--- config.mk ---
export PLATFORM = sky130hd
export DESIGN_NAME = packbits_run_length_decoder_flat
export DESIGN_NICKNAME = d
export VERILOG_FILES = /design/src/rtl/pbrld_pkg.sv /design/src/rtl/pbrld_in_if.sv /design/src/rtl/pbrld_out_if.sv /design/src/rtl/pbrld_ctrl.sv /design/src/rtl/pbrld_datapath.sv /design/src/rtl/packbits_run_length_decoder.sv /design/src/flat_wrapper.sv
export SDC_FILE = /design/constraint.sdc
export NUM_CORES = 1
export LEC_CHECK = 0
export CORE_AREA = 3 3 106 108
export CTS_CLUSTER_DIAMETER = 40
export CTS_CLUSTER_SIZE = 30
export DETAILED_ROUTE_END_ITERATION = 7
export DIE_AREA = 0 0 109 111
export DONT_BUFFER_PORTS = 1
export SYNTH_ARGS = -nofsm -noshare
export SYNTH_HDL_FRONTEND = slang
export SYNTH_SLANG_ARGS = --single-unit
--- constraint.sdc ---
create_clock -name i_clk -period 2.7 [get_ports i_clk]
set_input_delay 0.54 -clock i_clk [delete_from_list [all_inputs] [get_ports i_clk]]
set_output_delay 0.54 -clock i_clk [all_outputs]
set_load 0.01 [all_outputs]
--- src/rtl/pbrld_pkg.sv ---
package pbrld_pkg;

    localparam int unsigned LANE_MAX   = 4;
    localparam int unsigned MAX_BEATS  = 32;
    localparam int unsigned BEAT_W     = $clog2(MAX_BEATS);
    localparam logic [7:0]  HDR_SKIP   = 8'h80;
    localparam logic [7:0]  HDR_REP_LO = 8'h81;

    typedef enum logic [1:0] {
        ST_HEADER,
        ST_LITERAL,
        ST_REPEAT_BYTE,
        ST_REPEAT_EMIT
    } t_state;

    // controller -> datapath
    typedef struct packed {
        logic in_ready;
        logic load_hdr;
        logic emit_hdr_end;
        logic emit_lit;
        logic latch_rep;
        logic emit_rep;
    } t_ctrl_cmd;

    // datapath -> controller
    typedef struct packed {
        logic out_free;
        logic hdr_literal;
        logic hdr_repeat;
        logic lit_last;
        logic rep_fin;
    } t_dp_status;

endpackage

--- src/rtl/pbrld_in_if.sv ---
interface pbrld_in_if;
    logic       valid;
    logic       ready;
    logic [7:0] data_byte;
    logic       stream_end;

    modport source (output valid, output data_byte, output stream_end, input ready);
    modport sink   (input valid, input data_byte, input stream_end, output ready);
endinterface

--- src/rtl/pbrld_out_if.sv ---
interface pbrld_out_if;
    logic       valid;
    logic       ready;
    logic [7:0] lane0;
    logic [7:0] lane1;
    logic [7:0] lane2;
    logic [7:0] lane3;
    logic [2:0] lanes_valid;
    logic       run_last;
    logic       stream_done;
    logic       truncated;

    modport source (
        output valid, output lane0, output lane1, output lane2, output lane3,
        output lanes_valid, output run_last, output stream_done, output truncated,
        input ready
    );
    modport sink (
        input valid, input lane0, input lane1, input lane2, input lane3,
        input lanes_valid, input run_last, input stream_done, input truncated,
        output ready
    );
endinterface

--- src/rtl/pbrld_ctrl.sv ---
module pbrld_ctrl
    import pbrld_pkg::*;
(
    input  logic       i_clk,
    input  logic       i_rst_n,
    input  logic       i_in_valid,
    input  logic       i_stream_end,
    input  t_dp_status i_status,
    output t_ctrl_cmd  o_cmd
);

    t_state r_state;
    t_state n_state;
    logic   accept;

    assign accept = i_in_valid && o_cmd.in_ready;

    always_ff @(posedge i_clk) begin
        if (!i_rst_n) begin
            r_state <= ST_HEADER;
        end else begin
            r_state <= n_state;
        end
    end

    always_comb begin
        n_state = r_state;
        case (r_state)
            ST_HEADER: begin
                if (accept && !i_stream_end) begin
                    if (i_status.hdr_literal) begin
                        n_state = ST_LITERAL;
                    end else if (i_status.hdr_repeat) begin
                        n_state = ST_REPEAT_BYTE;
                    end
                end
            end
            ST_LITERAL: begin
                if (accept && (i_stream_end || i_status.lit_last)) begin
                    n_state = ST_HEADER;
                end
            end
            ST_REPEAT_BYTE: begin
                if (accept) begin
                    n_state = ST_REPEAT_EMIT;
                end
            end
            ST_REPEAT_EMIT: begin
                if (i_status.out_free && i_status.rep_fin) begin
                    n_state = ST_HEADER;
                end
            end
            default: n_state = ST_HEADER;
        endcase
    end

    always_comb begin
        o_cmd              = '0;
        o_cmd.in_ready     = (r_state != ST_REPEAT_EMIT) && i_status.out_free;
        o_cmd.load_hdr     = i_in_valid && o_cmd.in_ready && (r_state == ST_HEADER);
        o_cmd.emit_hdr_end = o_cmd.load_hdr && i_stream_end;
        o_cmd.emit_lit     = i_in_valid && o_cmd.in_ready && (r_state == ST_LITERAL);
        o_cmd.latch_rep    = i_in_valid && o_cmd.in_ready && (r_state == ST_REPEAT_BYTE);
        o_cmd.emit_rep     = (r_state == ST_REPEAT_EMIT) && i_status.out_free;
    end

endmodule

--- src/rtl/pbrld_datapath.sv ---
module pbrld_datapath
    import pbrld_pkg::*;
#(
    parameter int unsigned LANE_W = 4
) (
    input  logic        i_clk,
    input  logic        i_rst_n,
    input  logic [7:0]  i_data_byte,
    input  logic        i_stream_end,
    input  logic        i_out_ready,
    input  t_ctrl_cmd   i_cmd,
    output t_dp_status  o_status,
    output logic [7:0]  o_lane0,
    output logic [7:0]  o_lane1,
    output logic [7:0]  o_lane2,
    output logic [7:0]  o_lane3,
    output logic [2:0]  o_lanes_valid,
    output logic        o_run_last,
    output logic        o_stream_done,
    output logic        o_truncated,
    output logic        o_out_valid
);

    localparam logic [2:0] W = 3'(LANE_W);

    logic [7:0]        r_rem,   n_rem;
    logic [7:0]        r_byte;
    logic              r_end;
    logic [BEAT_W-1:0] r_beats;

    logic [7:0] r_lane [LANE_MAX];
    logic [7:0] n_lane [LANE_MAX];
    logic [2:0] r_lanes_valid, n_lanes_valid;
    logic       r_run_last, n_run_last;
    logic       r_done, n_done;
    logic       r_trunc, n_trunc;
    logic       r_out_valid;

    logic [2:0] rep_n;
    logic       load_out;

    assign o_status.out_free    = !r_out_valid || i_out_ready;
    assign o_status.hdr_literal = !i_data_byte[7];
    assign o_status.hdr_repeat  = i_data_byte >= HDR_REP_LO;
    assign o_status.lit_last    = (r_rem == 8'd1);
    assign o_status.rep_fin     = (r_rem <= {5'd0, W}) || (r_beats == BEAT_W'(MAX_BEATS - 1));

    assign rep_n    = (r_rem < {5'd0, W}) ? r_rem[2:0] : W;
    assign load_out = i_cmd.emit_hdr_end || i_cmd.emit_lit || i_cmd.emit_rep;

    always_comb begin
        n_rem = r_rem;
        if (i_cmd.load_hdr) begin
            if (!i_data_byte[7]) begin
                n_rem = i_data_byte + 8'd1;
            end else begin
                n_rem = 8'(9'd257 - {1'b0, i_data_byte});
            end
        end else if (i_cmd.emit_lit) begin
            n_rem = r_rem - 8'd1;
        end else if (i_cmd.emit_rep) begin
            n_rem = r_rem - {5'd0, rep_n};
        end
    end

    always_comb begin
        for (int i = 0; i < LANE_MAX; i++) begin
            n_lane[i] = 8'd0;
        end
        n_lanes_valid = 3'd0;
        n_run_last    = 1'b0;
        n_done        = 1'b0;
        n_trunc       = 1'b0;
        if (i_cmd.emit_hdr_end) begin
            // empty beat closing the stream; a skip header is not a cut run
            n_done  = 1'b1;
            n_trunc = (i_data_byte != HDR_SKIP);
        end else if (i_cmd.emit_lit) begin
            n_lane[0]     = i_data_byte;
            n_lanes_valid = 3'd1;
            n_run_last    = o_status.lit_last;
            n_done        = i_stream_end;
            n_trunc       = i_stream_end && !o_status.lit_last;
        end else begin
            for (int i = 0; i < LANE_MAX; i++) begin
                n_lane[i] = (3'(i) < rep_n) ? r_byte : 8'd0;
            end
            n_lanes_valid = rep_n;
            n_run_last    = o_status.rep_fin;
            n_done        = o_status.rep_fin && r_end;
        end
    end

    always_ff @(posedge i_clk) begin
        if (!i_rst_n) begin
            r_rem       <= 8'd0;
            r_beats     <= '0;
            r_out_valid <= 1'b0;
        end else begin
            r_rem <= n_rem;
            if (i_cmd.latch_rep) begin
                r_beats <= '0;
            end else if (i_cmd.emit_rep) begin
                r_beats <= r_beats + 1'b1;
            end
            if (load_out) begin
                r_out_valid <= 1'b1;
            end else if (i_out_ready) begin
                r_out_valid <= 1'b0;
            end
        end
    end

    always_ff @(posedge i_clk) begin
        if (i_cmd.latch_rep) begin
            r_byte <= i_data_byte;
            r_end  <= i_stream_end;
        end
        if (load_out) begin
            for (int i = 0; i < LANE_MAX; i++) begin
                r_lane[i] <= n_lane[i];
            end
            r_lanes_valid <= n_lanes_valid;
            r_run_last    <= n_run_last;
            r_done        <= n_done;
            r_trunc       <= n_trunc;
        end
    end

    assign o_lane0       = r_lane[0];
    assign o_lane1       = r_lane[1];
    assign o_lane2       = r_lane[2];
    assign o_lane3       = r_lane[3];
    assign o_lanes_valid = r_lanes_valid;
    assign o_run_last    = r_run_last;
    assign o_stream_done = r_done;
    assign o_truncated   = r_trunc;
    assign o_out_valid   = r_out_valid;

endmodule

--- src/rtl/packbits_run_length_decoder.sv ---
// Channel   Dir  Payload                                       Transaction
// i_in      in   data_byte[7:0], stream_end                    valid & ready
// o_out     out  lane0..lane3[7:0], lanes_valid[2:0],          valid & ready
//                run_last, stream_done, truncated
//
// One decoded beat is emitted per literal byte. A repeat run is sent in beats of
// up to W lanes, at most 32 beats, W being LANES clamped to 1..4: the repeat
// emitter sends one beat per cycle while the output is free and holds off input
// until its last beat is loaded.
// i_rst_n is synchronous, active low; it returns the decoder to expecting a header.
// A stalled output holds its beat; input is taken only when the output register
// is empty or being drained in the same cycle.
module packbits_run_length_decoder
    import pbrld_pkg::*;
#(
    parameter int unsigned LANES = 4
) (
    input  logic          i_clk,
    input  logic          i_rst_n,
    pbrld_in_if.sink      i_in,
    pbrld_out_if.source   o_out
);

    localparam int unsigned LANE_W = (LANES < 1) ? 1 :
                                     (LANES > LANE_MAX) ? LANE_MAX : LANES;

    t_ctrl_cmd  cmd;
    t_dp_status status;

    pbrld_ctrl u_ctrl (
        .i_clk        (i_clk),
        .i_rst_n      (i_rst_n),
        .i_in_valid   (i_in.valid),
        .i_stream_end (i_in.stream_end),
        .i_status     (status),
        .o_cmd        (cmd)
    );

    pbrld_datapath #(
        .LANE_W (LANE_W)
    ) u_datapath (
        .i_clk         (i_clk),
        .i_rst_n       (i_rst_n),
        .i_data_byte   (i_in.data_byte),
        .i_stream_end  (i_in.stream_end),
        .i_out_ready   (o_out.ready),
        .i_cmd         (cmd),
        .o_status      (status),
        .o_lane0       (o_out.lane0),
        .o_lane1       (o_out.lane1),
        .o_lane2       (o_out.lane2),
        .o_lane3       (o_out.lane3),
        .o_lanes_valid (o_out.lanes_valid),
        .o_run_last    (o_out.run_last),
        .o_stream_done (o_out.stream_done),
        .o_truncated   (o_out.truncated),
        .o_out_valid   (o_out.valid)
    );

    assign i_in.ready = cmd.in_ready;

`ifndef NO_ASSERTIONS
    a_one_emit: assert property (@(posedge i_clk) disable iff (!i_rst_n)
        $onehot0({cmd.emit_hdr_end, cmd.emit_lit, cmd.emit_rep}))
        else $error("more than one beat source in a cycle");

    a_no_input_during_repeat: assert property (@(posedge i_clk) disable iff (!i_rst_n)
        cmd.emit_rep |-> !cmd.in_ready)
        else $error("input taken while a repeat is being emitted");

    a_trunc_with_done: assert property (@(posedge i_clk) disable iff (!i_rst_n)
        (o_out.valid && o_out.truncated) |-> o_out.stream_done)
        else $error("truncation flagged without stream end");

    a_lane_count: assert property (@(posedge i_clk) disable iff (!i_rst_n)
        o_out.valid |-> (o_out.lanes_valid <= 3'(LANE_W)))
        else $error("beat carries more lanes than configured");
`endif

endmodule
--- src/flat_wrapper.sv ---
// flat-port wrapper written by rule: the top's interface ports become plain ports
module packbits_run_length_decoder_flat import pbrld_pkg::*;
#(
    parameter int unsigned LANES = 4
)
  (i_clk, i_rst_n, i_in_valid, i_in_data_byte, i_in_stream_end, i_in_ready, o_out_valid, o_out_lane0, o_out_lane1, o_out_lane2, o_out_lane3, o_out_lanes_valid, o_out_run_last, o_out_stream_done, o_out_truncated, o_out_ready);
  pbrld_in_if i_in_i ();
  pbrld_out_if o_out_i ();
  input  logic i_clk;
  input  logic i_rst_n;
  input wire logic [$bits(i_in_i.valid)-1:0] i_in_valid;
  input wire logic [$bits(i_in_i.data_byte)-1:0] i_in_data_byte;
  input wire logic [$bits(i_in_i.stream_end)-1:0] i_in_stream_end;
  output wire logic [$bits(i_in_i.ready)-1:0] i_in_ready;
  output wire logic [$bits(o_out_i.valid)-1:0] o_out_valid;
  output wire logic [$bits(o_out_i.lane0)-1:0] o_out_lane0;
  output wire logic [$bits(o_out_i.lane1)-1:0] o_out_lane1;
  output wire logic [$bits(o_out_i.lane2)-1:0] o_out_lane2;
  output wire logic [$bits(o_out_i.lane3)-1:0] o_out_lane3;
  output wire logic [$bits(o_out_i.lanes_valid)-1:0] o_out_lanes_valid;
  output wire logic [$bits(o_out_i.run_last)-1:0] o_out_run_last;
  output wire logic [$bits(o_out_i.stream_done)-1:0] o_out_stream_done;
  output wire logic [$bits(o_out_i.truncated)-1:0] o_out_truncated;
  input wire logic [$bits(o_out_i.ready)-1:0] o_out_ready;
  assign i_in_i.valid = i_in_valid;
  assign i_in_i.data_byte = i_in_data_byte;
  assign i_in_i.stream_end = i_in_stream_end;
  assign i_in_ready = i_in_i.ready;
  assign o_out_valid = o_out_i.valid;
  assign o_out_lane0 = o_out_i.lane0;
  assign o_out_lane1 = o_out_i.lane1;
  assign o_out_lane2 = o_out_i.lane2;
  assign o_out_lane3 = o_out_i.lane3;
  assign o_out_lanes_valid = o_out_i.lanes_valid;
  assign o_out_run_last = o_out_i.run_last;
  assign o_out_stream_done = o_out_i.stream_done;
  assign o_out_truncated = o_out_i.truncated;
  assign o_out_i.ready = o_out_ready;
  packbits_run_length_decoder #(.LANES(LANES)) u_core (.i_clk(i_clk), .i_rst_n(i_rst_n), .i_in(i_in_i), .o_out(o_out_i));
endmodule
# Word-level counts from Yosys, hierarchy flattened

Memories as Yosys holds them, arrays and structs flattened.
Cells that the tools add are included.

$add $sub $neg: 5
$lt $le $gt $ge: 7
Equal/unequal tests: 12
Muxes and demuxes: 28
Bitwise logic cells: 1
Reduce and logical (&&, ||, !) cells: 26

Operators by type and width:

| kind                                                                             | count |
|---|---|
| 8-bit two-way mux                                                                | 9 |
| 32-bit two-way mux                                                               | 1 |
| 24-bit two-way mux                                                               | 1 |
| 1-bit logical AND                                                                | 12 |
| 2-bit two-way mux                                                                | 6 |
| 2-bit != test, second input constant                                             | 5 |
| 1-bit two-way mux                                                                | 9 |
| 8-bit by 1-bit adder with 8-bit output, second input constant                    | 1 |
| 8-bit by 1-bit == test with 1-bit output, second input constant                  | 1 |
| 8-bit greater-or-equal comparator, second input constant                         | 1 |
| 8-bit by 3-bit less-or-equal comparator with 1-bit output, second input constant | 1 |
| 8-bit by 3-bit < comparator with 1-bit output, second input constant             | 1 |
| 8-bit != test, second input constant                                             | 1 |
| 2-bit case mux with 4 select lines                                               | 1 |
| 1-bit by 8-bit subtractor with 8-bit output, first input constant                | 1 |
| 8-bit by 1-bit subtractor with 8-bit output, second input constant               | 1 |
| 8-bit by 3-bit subtractor with 8-bit output                                      | 1 |
| 1-bit by 3-bit < comparator with 1-bit output, first input constant              | 2 |
| 2-bit by 3-bit < comparator with 1-bit output, first input constant              | 2 |
| 5-bit by 1-bit adder with 5-bit output, second input constant                    | 1 |
| 5-bit == test, second input constant                                             | 1 |
| 1-bit logical OR                                                                 | 5 |
| 5-bit AND reduction                                                              | 1 |
| 2-bit == test, second input constant                                             | 2 |
| 9 further kinds                                                                  | 12 |

Bits in registers: 31
RAM bits: 32
Bits of input ports: 13
Memories kept: 1

Memories:

| name                     | depth | bits a word | rd ports | clocked after memory_dff | write ports | line                 | source |
|---|---|---|---|---|---|---|---|
| u_core.u_datapath.r_lane | 4     | 8           | 4        | 0                        | 4           | pbrld_datapath.sv:31 | `logic [7:0] r_lane [LANE_MAX];` |

# Logic depth before layout (Yosys ltp)

Gate-level depths: netlist of the first run.

Depth in word-level cells: 10
Mapped depth: 11
Depth with buffers taken out: 9

# Hierarchy

From an unflattened synthesis of the first run, not the netlist that was laid out.

Cell total of the unflattened synthesis: 280
Area total of the unflattened synthesis: 3160.5 µm²

By module, submodules not included:

| module         | instances | cells an instance | area an instance (µm²) | sequential area each (µm²) |
|---|---|---|---|---|
| pbrld_datapath | 1         | 255               | 2969.1                 | 1691.6 |
| pbrld_ctrl     | 1         | 25                | 191.4                  | 40.0 |

# Worst setup path before layout of the first run

Ideal clock, no wire load.

Path kind: in2reg
From: input o_out_ready
To: register u_core.u_datapath.r_lanes_valid[0], in the netlist u_core.u_datapath.o_lanes_valid[0] (enable)
Setup time: 0.396 ns
Data arrival time: 2.103 ns
Data required time: 2.304 ns
Slack: 0.202 ns
Stages on the path: 5
Path buffers: 1
Cells stage by stage: nor2b_1 -> clkbuf_1 -> nor2_1 -> o21ai_1 -> nand2_1

Word-level cells in the longest chain between the ends: 7
Elaborated cells between the ends (all ways): 9
Classes of those cells: reduce/logical (9)

Ends and longest elaborated chain:

| item                           | line                               | source |
|---|---|---|
| start: declaration             | flat_wrapper.sv:24                 | `input wire logic [$bits(o_out_i.ready)-1:0] o_out_ready;` |
| 1-bit logical OR *             | pbrld_datapath.sv:42               | `assign o_status.out_free = !r_out_valid \|\| i_out_ready;` |
| 1-bit logical AND              | pbrld_ctrl.sv:59                   | `o_cmd.in_ready = (r_state != ST_REPEAT_EMIT) && i_status.out_free;` |
| 1-bit logical AND              | pbrld_ctrl.sv:60, pbrld_ctrl.sv:62 |  |
| 1-bit logical AND              | pbrld_ctrl.sv:60                   | `o_cmd.load_hdr = i_in_valid && o_cmd.in_ready && (r_state == ST_HEADER);` |
| 1-bit logical AND              | pbrld_ctrl.sv:61                   | `o_cmd.emit_hdr_end = o_cmd.load_hdr && i_stream_end;` |
| 1-bit logical OR               | pbrld_datapath.sv:49               | `assign load_out = i_cmd.emit_hdr_end \|\| i_cmd.emit_lit \|\| i_cmd.emit_rep;` |
| 1-bit logical OR *             | pbrld_datapath.sv:49               |  |
| via u_core.u_datapath.load_out | pbrld_datapath.sv:40               | `logic load_out;` |
| end signal: assignment         | pbrld_datapath.sv:123              | `r_lanes_valid <= n_lanes_valid;` |
| end: declaration               | pbrld_datapath.sv:33               | `logic [2:0] r_lanes_valid, n_lanes_valid;` |

Mark *: on every way through the listed nets, which the timed path passes. The rest lies on a longest branch.
A chain may end at the register's enable or synchronous reset.

# Worst setup path in the final report of the first run

From: register u_core.u_datapath.r_rem[6]
To: register u_core.u_datapath.r_rem[6]

Word-level cells in the longest chain between the ends: 6
Elaborated cells between the ends (all ways): 7
Classes of those cells: add/sub (2); order compare (1); mux (4)

Ends and longest elaborated chain:

| item                                          | line                  | source |
|---|---|---|
| start: declaration                            | pbrld_datapath.sv:26  | `logic [7:0] r_rem, n_rem;` |
| start signal: assignment                      | pbrld_datapath.sv:100 | `r_rem <= n_rem;` |
| 8-bit by 3-bit < comparator with 1-bit output | pbrld_datapath.sv:48  | `assign rep_n = (r_rem < {5'd0, W}) ? r_rem[2:0] : W;` |
| 3-bit two-way mux                             | pbrld_datapath.sv:48  |  |
| 8-bit by 3-bit subtractor with 8-bit output   | pbrld_datapath.sv:62  | `n_rem = r_rem - {5'd0, rep_n};` |
| 8-bit two-way mux                             | pbrld_datapath.sv:61  | `end else if (i_cmd.emit_rep) begin` |
| 8-bit two-way mux *                           | pbrld_datapath.sv:59  | `end else if (i_cmd.emit_lit) begin` |
| 8-bit two-way mux *                           | pbrld_datapath.sv:53  | `if (i_cmd.load_hdr) begin` |

Mark *: on every way between the ends. The rest lies on a longest branch, timed or not. The select of a mux whose other input is x is not followed.

==> metrics, run 1 <==
outcome=complete, no violations; WHS=292 ps; Setup crit start kind=register; cell taking the most area after synthesis=edfxtp_1; clk buf depth=2; clock latency on the worst-skew pair=340 ps; Sum Neg Setup Slack=0 ps; Final Wtd Congestion=0.866; vias in the first global route=2,216; Post-Route WL=7560 um; #FFs+latches synth=63; DP Worst Slack=434 ps; type of destination of the critical path=register; final setup fails=0; Antenna Violating Nets Remaining=0; Die Wd=109 um; number of synthesized flops with an enable pin=47; count leader, synth=edfxtp_1; Crit Path Max Fanout=8; initial antenna violation count=0; final non-filler cell total=447; DRC viols=0; Die Y=111 um; Final Worst Setup Slack=393 ps; Unique masters post-synth=53; sw frac=0.295; Clock power frac=0.336; area grow syn2layout=13.5%; hpwl dp=5520 um; Starting Density=0.308; register area share after synthesis=0.545; GRT overflow=0; critical path type=reg2reg; placed cell area=0.00339 mm2; minimum clock period=2310 ps; max cap viols=0; top-area cell type share of the netlist area=0.444; # H-tree levels=3; Top FF cell, synth=edfxtp_1; dpl cells=431; first-pass GRT wire length=12,000 um; ant diodes=0; Hold Crit Start=i_in_stream_end; r2r startpoint=u_core.u_datapath.r_rem[6]$_SDFFE_PN0P_; FP Rows=37; fin crit share=0.854; CTS tree=yes; total clock sinks=63; Async S/R FF share, synth=0; Synth Net Count=320; syn avg cell area=10.7 um2; IO Port Bufs=0; Setup Buffers After CTS=0; Psw=0.794 mW; Syn Inst Count=296; DR vias=2,318; Fill cells=1,010; I/O Pins=53; Mapped Area=0.00318 mm2; YS warnings=0; Via density=5.19; RSZ-0062 raised after global routing=false; peak supply drop=0.000260 V; skew final=6.80 ps; first-iteration detailed-routing DRC count=212; WL/cell=16.9 um; Seq pwr share=0.466; DR pass1 iterations=4; cts repair resizes=0; share of cells above drive strength 1=0.116; GRT Util Overall=0.128; Comb power frac=0.198; Register Area=0.00173 mm2; area of the die=0.0121 mm2; Worst EP required=2990 ps; P per Cell Area=747 mW/mm2; number of buffers created by CTS=9; Slew headroom=0.596; synth cell count leaders=47 x edfxtp_1, 27 x nor2_1, 26 x nand2_1, 17 x and2_1; largest net degree at the start of global routing=39; critical path data arrival time=2600 ps; fin. max-slew vios=0; multi-input logic area=0.00134 mm2; final hold viol count=0; Achievable Freq=434 MHz; Hold Crit Class=in2reg; top cells by area, synth=edfxtp_1 44%, dfxtp_1 10%, ha_1 4.3%, and2_1 3.3%, nor2_1 3.2%; crit path from=u_core.u_datapath.r_rem[6]$_SDFFE_PN0P_; Pleak=1.31 nW; internal cell power=1.90 mW; clk slew on worst S/H paths=70 ps; Slew @ Worst Pin=604 ps; hold_buf cts=0; fin area=0.00361 mm2; Placeable Area=0.0103 mm2; clk root buf=clkbuf_8; final-stage net count=330
per-stage QoR:
stage | total power [mW] | utilization
2_1_floorplan | 1.65 | -
3_3_place_gp | 1.80 | 0.328
3_5_place_dp | 1.81 | 0.328
4_1_cts | 2.72 | 0.349
5_1_grt | 2.84 | 0.349
6_report | 2.69 | 0.349
routing by layer:
layer  part of all wire  GRT usage  wire, um  vias to the layer above
li1                   -          -         -                     1117
met4              0.017     0.0471       125                        0
met2               0.49      0.204      3680                       79
met1               0.45      0.168      3370                     1111
met3              0.051     0.0303       387                       11
met5                  0          0         0                        -
path summary, 6_finish.rpt:
check	slack, ps	end	depth (start not counted)
setup / recovery	390	u_core.u_datapath.r_rem[6]$_SDFFE_PN0P_	9
setup reg to reg	390	u_core.u_datapath.r_rem[6]$_SDFFE_PN0P_	9
hold / removal	290	u_core.u_datapath.r_end$_DFFE_PP_	0
hold reg to reg	460	u_core.u_datapath.r_beats[4]$_SDFFE_PP0P_	2
kinds of logic after synthesis:
family          count (synthesis)  share of synthesized area
xor+xnor                        7                     0.0193
compound gates                 68                      0.152
flops                          63                      0.545
simple gates                  117                      0.194
fa+ha+maj                      11                     0.0433
buf+inv                        25                     0.0331
mux                             4                     0.0126
other cells                     1                    0.00118
power groups by stage:
stage / Clock [mW] / Sequential, mW / Combinational (mW)
global placement: 0 / 1.28 / 0.525
global route: 0.975 / 1.27 / 0.594
finish: 0.907 / 1.26 / 0.533
floorplan: 0 / 1.25 / 0.399
detailed placement: 0 / 1.28 / 0.530
CTS: 0.934 / 1.26 / 0.533
flip-flops by register name (all words and copies together), names as in the netlist:
signal / count
u_core.u_ctrl.r_state: 2
u_core.u_datapath.o_lanes_valid: 3
u_core.u_datapath.o_out_valid: 1
u_core.u_datapath.o_run_last: 1
u_core.u_datapath.o_stream_done: 1
u_core.u_datapath.o_truncated: 1
u_core.u_datapath.r_beats: 5
u_core.u_datapath.r_byte: 8
u_core.u_datapath.r_end: 1
u_core.u_datapath.r_lane: 32
u_core.u_datapath.r_rem: 8
layout by cell type, fill, tap and decap left out, types with 3 or more instances in the layout:
master	synthesis	final
mux2i_1	4	4
edfxtp_1	47	47
nor3_1	6	6
nand3_1	9	9
buf_4	0	10
a31oi_1	3	3
dfxtp_1	16	16
a211oi_1	4	4
and3_1	11	11
a311oi_1	3	3
and2_1	17	17
nor2_1	27	27
xor2_1	4	4
xnor2_1	3	3
o21a_1	3	3
nand2b_1	5	5
o22ai_1	4	4
clkbuf_8	0	9
a22oi_1	10	10
inv_1	12	12
a21oi_1	16	16
o21ai_0	4	4
nor2b_1	5	5
nand2_1	26	26
ha_1	11	11
critical path, stage by stage, from the launching register on:
cell and delay, ps:
dfxtp_1 500, nor2_1 100, nand2_1 100, nand2_1 60, ha_1 260, o21a_1 180, a211oi_1 290, nand3_1 150
a2111oi_0 430, o31a_1 180
cell type report:
cell class | count | area share
flip-flops and latches | 63 | 0.480
inverters | 13 | 0.0135
multi-input cells | 208 | 0.372
repair buffers | 11 | 0.0264
clock inverters | 7 | 0.0267
clock buffers | 9 | 0.0343
well taps | 136 | 0.0472
(Power assumes the default switching activity.)
==> inputs of run 2 (changes only) <==
--- a/config.mk
+++ b/config.mk
@@ -11,6 +11,7 @@
 export DETAILED_ROUTE_END_ITERATION = 7
 export DIE_AREA = 0 0 109 111
 export DONT_BUFFER_PORTS = 1
+export RECOVER_POWER = 50
 export SYNTH_ARGS = -nofsm -noshare
 export SYNTH_HDL_FRONTEND = slang
 export SYNTH_SLANG_ARGS = --single-unit
==> run 2 against run 1 <==
  * First-iteration DRC count grew 0.47%
  * Via count is essentially flat
  * Final cell count is the same
  * Sequential power is essentially flat
  * Power shrank 0.49%
  * Clock-buffer cell count is the same
  * Design area shrank 0.49%
  * Die area is the same
  * Utilization shrank 0.17 points
  * Largest cell class unchanged
  * Largest power group unchanged
==> metrics, run 2 (synthesis gave the netlist of run 1 again) <==
DR vias=2,320 (was 2,318); clk slew on worst S/H paths=80 ps (was 70 ps); hold_buf cts=0 (unchanged); WL/cell=16.9 um (about the same); GRT Util Overall=0.128 (unchanged); Critical Path Max Stage Delay=500 ps (about the same); max cap viols=0 (unchanged); P per Cell Area=747 mW/mm2 (about the same); most used cell, CP=nand2_1 (unchanged); DRC viols=0 (unchanged); Die Y=111 um (unchanged); Antenna Violating Nets Remaining=0 (unchanged); Psw=0.791 mW (was 0.794 mW); initial antenna violation count=0 (unchanged); Die Wd=109 um (unchanged); Hold Crit Class=in2reg (unchanged); Placeable Area=0.0103 mm2 (unchanged); DR pass1 iterations=4 (unchanged); Fill cells=1,014 (was 1,010); crit path cell chain=nor2_1 -> nand2_1 -> nand2_1 -> ha_1 -> o21a_1 -> a211oi_1 -> nand3_1 -> a2111oi_0 -> o31a_1 (unchanged); commonest non-fill, non-tap cell in the layout=edfxtp_1 (unchanged); Final Wtd Congestion=0.866 (unchanged); clk buf depth=2 (unchanged); internal cell power=1.89 mW (was 1.90 mW); Comb power frac=0.195 (was 0.198); critical path type=reg2reg (unchanged); met2 GRT Util=0.204 (unchanged); biggest regs=u_core.u_datapath.r_lane x32, u_core.u_datapath.r_byte x8, u_core.u_datapath.r_rem x8 (unchanged); GR Util met1=0.168 (unchanged); Bufs and invs on worst path=0 (unchanged); area grow syn2layout=13.0% (was 13.5%); GRT overflow=0 (unchanged); Post-Route WL=7580 um (was 7560 um); FF-to-FF path depth=9 (unchanged); type of destination of the critical path=register (unchanged); commonest cells after routing, fill and taps aside=47 x edfxtp_1, 27 x nor2_1, 26 x nand2_1 (unchanged); total clock sinks=63 (unchanged); area of the die=0.0121 mm2 (unchanged); Crit Path Max Fanout=8 (unchanged); Via density=5.19 (about the same); minimum clock period=2350 ps (was 2310 ps); # H-tree levels=3 (unchanged); Setup crit start kind=register (unchanged); final hold viol count=0 (unchanged); total power=2.68 mW (was 2.69 mW); final setup fails=0 (unchanged); Hold Path End=u_core.u_datapath.r_end$_DFFE_PP_ (unchanged); clk root buf=clkbuf_8 (unchanged); register name with the most flops=u_core.u_datapath.r_lane (unchanged); Slew @ Worst Pin=669 ps (was 604 ps); hpwl dp=5520 um (unchanged); sw frac=0.295 (about the same); skew final=8.60 ps (was 6.80 ps); Sum Neg Setup Slack=0 ps (unchanged); RSZ-0062 raised after global routing=false (unchanged); largest net degree at the start of global routing=39 (unchanged); ant diodes=0 (unchanged); Crit path depth=9 (unchanged); Seq pwr share=0.468 (was 0.466); critical path data arrival time=2640 ps (was 2600 ps); share of cells above drive strength 1=0.103 (was 0.116); Worst EP required=2990 ps (about the same); fin. max-slew vios=0 (unchanged); Starting Density=0.308 (unchanged); r2r startpoint=u_core.u_datapath.r_rem[6]$_SDFFE_PN0P_ (unchanged); Achievable Freq=425 MHz (was 434 MHz); Cells on Worst Hold Path=0 (unchanged); reg2reg setup slack=350 ps (was 390 ps); Top delay family on crit path=compound AO/OA/AOI/OAI gates (unchanged); vias in the first global route=2,216 (unchanged); busiest layer in global routing=met2 (unchanged); final-stage net count=330 (unchanged); clock latency on the worst-skew pair=340 ps (about the same); first-pass GRT wire length=12,000 um (unchanged); Setup Buffers After CTS=0 (unchanged); max reg flops=32 (unchanged); reg2reg end=u_core.u_datapath.r_rem[6]$_SDFFE_PN0P_ (unchanged); peak supply drop=0.000259 V (was 0.000260 V); cts repair resizes=0 (unchanged); first-iteration detailed-routing DRC count=213 (was 212); IO Port Bufs=0 (unchanged); Clock power frac=0.338 (was 0.336); Hold Crit Start=i_in_stream_end (unchanged); CTS tree=yes (unchanged); number of buffers created by CTS=9 (unchanged); Slew headroom=0.550 (was 0.596); M3 GR Usage=0.0303 (unchanged); CP max stage cell=dfxtp_1 (unchanged); FP Rows=37 (unchanged); fin crit share=0.871 (was 0.854); Pleak=1.30 nW (was 1.31 nW); outcome=complete, no violations (unchanged); I/O Pins=53 (unchanged)
-- run 2: metrics by stage --
stage	setup WS [ps]	util	cells	hold WS, ps	area [um2]
after detailed placement	434	0.328	431	456	3390
after floorplan	202	-	296	441	3180
final	349	0.348	447	293	3590
after global routing	139	0.348	447	276	3590
after global placement	486	0.328	431	449	3390
after CTS	419	0.349	447	283	3610
-- run 2: how the worst max path moves through the flow --
stage                                             from                                               end  slack [ps]
3_5_place_dp   u_core.u_datapath.r_rem[6]$_SDFFE_PN0P_           u_core.u_datapath.r_rem[6]$_SDFFE_PN0P_         430
2_1_floorplan                              o_out_ready  u_core.u_datapath.o_lanes_valid[0]$_SDFFCE_PP0P_         200
3_3_place_gp   u_core.u_datapath.r_rem[6]$_SDFFE_PN0P_           u_core.u_datapath.r_rem[6]$_SDFFE_PN0P_         490
6_report       u_core.u_datapath.r_rem[6]$_SDFFE_PN0P_           u_core.u_datapath.r_rem[6]$_SDFFE_PN0P_         350
4_1_cts        u_core.u_datapath.r_rem[6]$_SDFFE_PN0P_           u_core.u_datapath.r_rem[6]$_SDFFE_PN0P_         420
5_1_grt        u_core.u_datapath.r_rem[4]$_SDFFE_PN0P_           u_core.u_datapath.r_rem[6]$_SDFFE_PN0P_         140
-- run 2: cell type report --
| class | instances | area (um2) | share of cell area |
|---|---|---|---|
| tap | 136 | 170 | 0.0474 |
| sequential | 63 | 1730 | 0.482 |
| inverter | 13 | 48.8 | 0.0136 |
| multi-input combinational | 208 | 1330 | 0.371 |
| clock buffer | 9 | 124 | 0.0345 |
| clock inverter | 7 | 96.3 | 0.0268 |
| timing repair buffer | 11 | 87.6 | 0.0244 |
-- run 2: per-layer routing --
metal	wire length [um]	share of wire
met1	3290	0.43
met2	3710	0.49
met3	487	0.064
met4	90	0.012
met5	0	0
-- run 2: worst register-to-register path, stage by stage (launching register included) --
cell	delay, ps
dfxtp_1	500
nor2_1	110
nand2_1	90
nand2_1	60
ha_1	260
o21a_1	180
a211oi_1	310
nand3_1	170
a2111oi_0	430
o31a_1	180
-- run 2: power by group through the flow --
stage / Sequential [mW] / Clock (mW) / Combinational (mW)
after floorplan: 1.25 / 0 / 0.399
after global placement: 1.28 / 0 / 0.525
after detailed placement: 1.28 / 0 / 0.530
after CTS: 1.26 / 0.934 / 0.533
after global routing: 1.27 / 0.975 / 0.582
final: 1.25 / 0.906 / 0.522
==> inputs of run 3 (changes only) <==
--- a/config.mk
+++ b/config.mk
@@ -5,6 +5,7 @@
 export SDC_FILE = /design/constraint.sdc
 export NUM_CORES = 1
 export LEC_CHECK = 0
+export ABC_AREA = 1
 export CORE_AREA = 3 3 106 108
 export CTS_CLUSTER_DIAMETER = 40
 export CTS_CLUSTER_SIZE = 30
@@ -12,6 +13,7 @@
 export DIE_AREA = 0 0 109 111
 export DONT_BUFFER_PORTS = 1
 export RECOVER_POWER = 50
+export SETUP_SLACK_MARGIN = 0.15
 export SYNTH_ARGS = -nofsm -noshare
 export SYNTH_HDL_FRONTEND = slang
 export SYNTH_SLANG_ARGS = --single-unit
==> run 3 against run 2 <==
  * Non-clock buffer count shrank 7
  * Maximum frequency grew 16%
  * Clock skew shrank 1.5 ps
  * Register-to-register slack gained 330 ps
  * Die area is the same
  * Sequential cell count is the same
  * Combinational power shrank 10%
  * Largest power group unchanged
  * Via count grew 1.3%
  * Utilization shrank 0.50 points
==> metrics, run 3 <==
outcome=complete, no violations (unchanged); WL met2=3170 um (was 3710 um); number of synthesized flops with an enable pin=47 (unchanged); biggest regs=u_core.u_datapath.r_lane x32, u_core.u_datapath.r_byte x8, u_core.u_datapath.r_rem x8 (unchanged); Final Worst Setup Slack=680 ps (was 349 ps); clk buf depth=2 (unchanged); P per Cell Area=714 mW/mm2 (was 747 mW/mm2); number of buffers created by CTS=9 (unchanged); max cap viols=0 (unchanged); final setup fails=0 (unchanged); GRT Util Overall=0.115 (was 0.128); Die Wd=109 um (unchanged); count leader, synth=nand2_1 (was edfxtp_1); Setup crit start kind=register (unchanged); crit path from=u_core.u_ctrl.r_state[0]$_SDFFE_PN0P_ (was u_core.u_datapath.r_rem[6]$_SDFFE_PN0P_); clk root buf=clkbuf_8 (unchanged); syn avg cell area=9.36 um2 (was 10.7 um2); area grow syn2layout=9.91% (was 13.0%); final-stage net count=375 (was 330); max reg flops=32 (unchanged); Synth Net Count=368 (was 320); fin. max-slew vios=0 (unchanged); met3 wire len=469 um (was 487 um); Crit Path Max Fanout=11 (was 8); clock latency on the worst-skew pair=330 ps (was 340 ps); FP Rows=37 (unchanged); skew final=7.09 ps (was 8.60 ps); Pleak=1.44 nW (was 1.30 nW); r2r startpoint=u_core.u_ctrl.r_state[0]$_SDFFE_PN0P_ (was u_core.u_datapath.r_rem[6]$_SDFFE_PN0P_); DP Worst Slack=565 ps (was 434 ps); DR pass1 iterations=5 (was 4); register name with the most flops=u_core.u_datapath.r_lane (unchanged); final core occ=0.343 (was 0.348); critical path type=reg2reg (unchanged); Async S/R FF share, synth=0 (unchanged); YS warnings=0 (unchanged); total clock sinks=63 (unchanged); cell taking the most area after synthesis=edfxtp_1 (unchanged); clk slew on worst S/H paths=70 ps (was 80 ps); Placeable Area=0.0103 mm2 (unchanged); critical path data arrival time=2100 ps (was 2640 ps); IO Port Bufs=0 (unchanged); peak supply drop=0.000289 V (was 0.000259 V); Via density=4.78 (was 5.19); RSZ-0062 raised after global routing=false (unchanged); CTS tree=yes (unchanged); commonest non-fill, non-tap cell in the layout=nand2_1 (was edfxtp_1); Final Wtd Congestion=0.821 (was 0.866); Syn Inst Count=344 (was 296); # H-tree levels=3 (unchanged); Starting Density=0.312 (was 0.308); final hold viol count=0 (unchanged); fin crit share=0.748 (was 0.871); Setup Buffers After CTS=0 (unchanged); Top FF cell, synth=edfxtp_1 (unchanged); commonest cells after routing, fill and taps aside=56 x nand2_1, 47 x edfxtp_1, 44 x nor2_1 (was 47 x edfxtp_1, 27 x nor2_1, 26 x nand2_1); largest net degree at the start of global routing=23 (was 39); Fill cells=1,020 (was 1,014); hpwl dp=5070 um (was 5520 um); first-iteration detailed-routing DRC count=182 (was 213); dpl cells=476 (was 431); DRC viols=0 (unchanged); ant diodes=0 (unchanged); top cells by area, synth=edfxtp_1 44%, dfxtp_1 9.9%, nand2_1 6.4%, nor2_1 5.1%, inv_1 4.7% (was edfxtp_1 44%, dfxtp_1 10%, ha_1 4.3%, and2_1 3.3%, nor2_1 3.2%); type of destination of the critical path=register (unchanged); area of the die=0.0121 mm2 (unchanged); Hold Crit Start=i_in_stream_end (unchanged); Achievable Freq=495 MHz (was 425 MHz); vias in the first global route=2,348 (was 2,216); #FFs+latches synth=63 (unchanged); top-area cell type share of the netlist area=0.438 (was 0.444); minimum clock period=2020 ps (was 2350 ps); synth cell count leaders=55 x nand2_1, 47 x edfxtp_1, 44 x nor2_1, 40 x inv_1, 26 x a21oi_1 (was 47 x edfxtp_1, 27 x nor2_1, 26 x nand2_1, 17 x and2_1); WL/cell=13.6 um (was 16.9 um); uppermost layer routed=met4 (unchanged); I/O Pins=53 (unchanged); Antenna Violating Nets Remaining=0 (unchanged); Unique masters post-synth=40 (was 53); final non-filler cell total=492 (was 447); share of cells above drive strength 1=0.104 (was 0.103); cts repair resizes=0 (unchanged); Slew @ Worst Pin=580 ps (was 669 ps); Mapped Area=0.00322 mm2 (was 0.00318 mm2); initial antenna violation count=0 (unchanged); Worst EP required=2780 ps (was 2990 ps); register area share after synthesis=0.538 (was 0.545); Sum Neg Setup Slack=0 ps (unchanged); total power=2.53 mW (was 2.68 mW); Slew headroom=0.609 (was 0.550); hold_buf cts=0 (unchanged); first-pass GRT wire length=11,200 um (was 12,000 um); DR vias=2,350 (was 2,320); GRT overflow=0 (unchanged); met1 WL=2950 um (was 3290 um); Post-Route WL=6710 um (was 7580 um); Die Y=111 um (unchanged); Hold Crit Class=in2reg (unchanged)
## run 3: cell count changes after synthesis, moves of 7 or more
cell	previous run	this run
and3_1	11	1
nand3_1	9	18
nor2_1	27	44
o21ai_0	4	23
a22oi_1	10	0
clkbuf_1	7	0
inv_1	12	40
a21oi_1	16	26
and2_1	17	0
nand2_1	26	55
## run 3: cell type report
type	instances	area [um2]	area share
Clock buffer	10	128	0.0361
Clock inverter	6	61.3	0.0173
Inverter	46	175	0.0495
Multi-Input combinational cell	227	1250	0.352
Sequential cell	63	1730	0.489
Tap cell	136	170	0.0481
Timing Repair Buffer	4	26.3	0.00743
## run 3: logic make-up after synthesis
group | count (synthesis) | share of synthesized area
XOR/XNOR | 3 | 0.00816
other | 1 | 0.00116
AO/OA/AOI/OAI | 72 | 0.134
adder cells (fa/ha/maj) | 11 | 0.0428
buffers and inverters | 54 | 0.0696
flip-flops | 63 | 0.538
AND/OR/NAND/NOR | 140 | 0.206
## run 3: final timing paths
| kind | endpoint | slack, ps | cells after the start |
|---|---|---|---|
| max | u_core.u_datapath.r_lane[2][1]$_SDFFCE_PP0P_ | 680 | 10 |
| min | u_core.u_datapath.r_end$_DFFE_PP_ | 300 | 0 |
| min reg2reg | u_core.u_datapath.r_beats[4]$_SDFFE_PP0P_ | 470 | 2 |
| max reg2reg | u_core.u_datapath.r_lane[2][1]$_SDFFCE_PP0P_ | 680 | 10 |
## run 3: worst max-delay path, cell delays in order (launching register included)
cell     delay, ps
dfxtp_1        380
nand2_1        140
nand3_1        130
inv_1          150
nand2_4        120
nor2_4         280
inv_4           90
nand2_8        100
nor2_4          50
a21oi_4        250
nor2_1          70
## run 3: power breakdown
group | switching (mW) | internal, mW
Clock | 0.373 | 0.423
Combinational | 0.318 | 0.152
Sequential | 0.0893 | 1.17
## run 3: metal layers
metal / GRT usage / up-vias
li1: - / 1180
met1: 0.145 / 1077
met2: 0.186 / 82
met3: 0.0297 / 11
met4: 0.0488 / 0
met5: 0 / -
## run 3: through the flow
stage          area, um2  hold slack, ps
4_1_cts             3560             277
3_5_place_dp        3380             464
5_1_grt             3540             276
2_1_floorplan       3220             445
6_report            3540             296
3_3_place_gp        3380             456
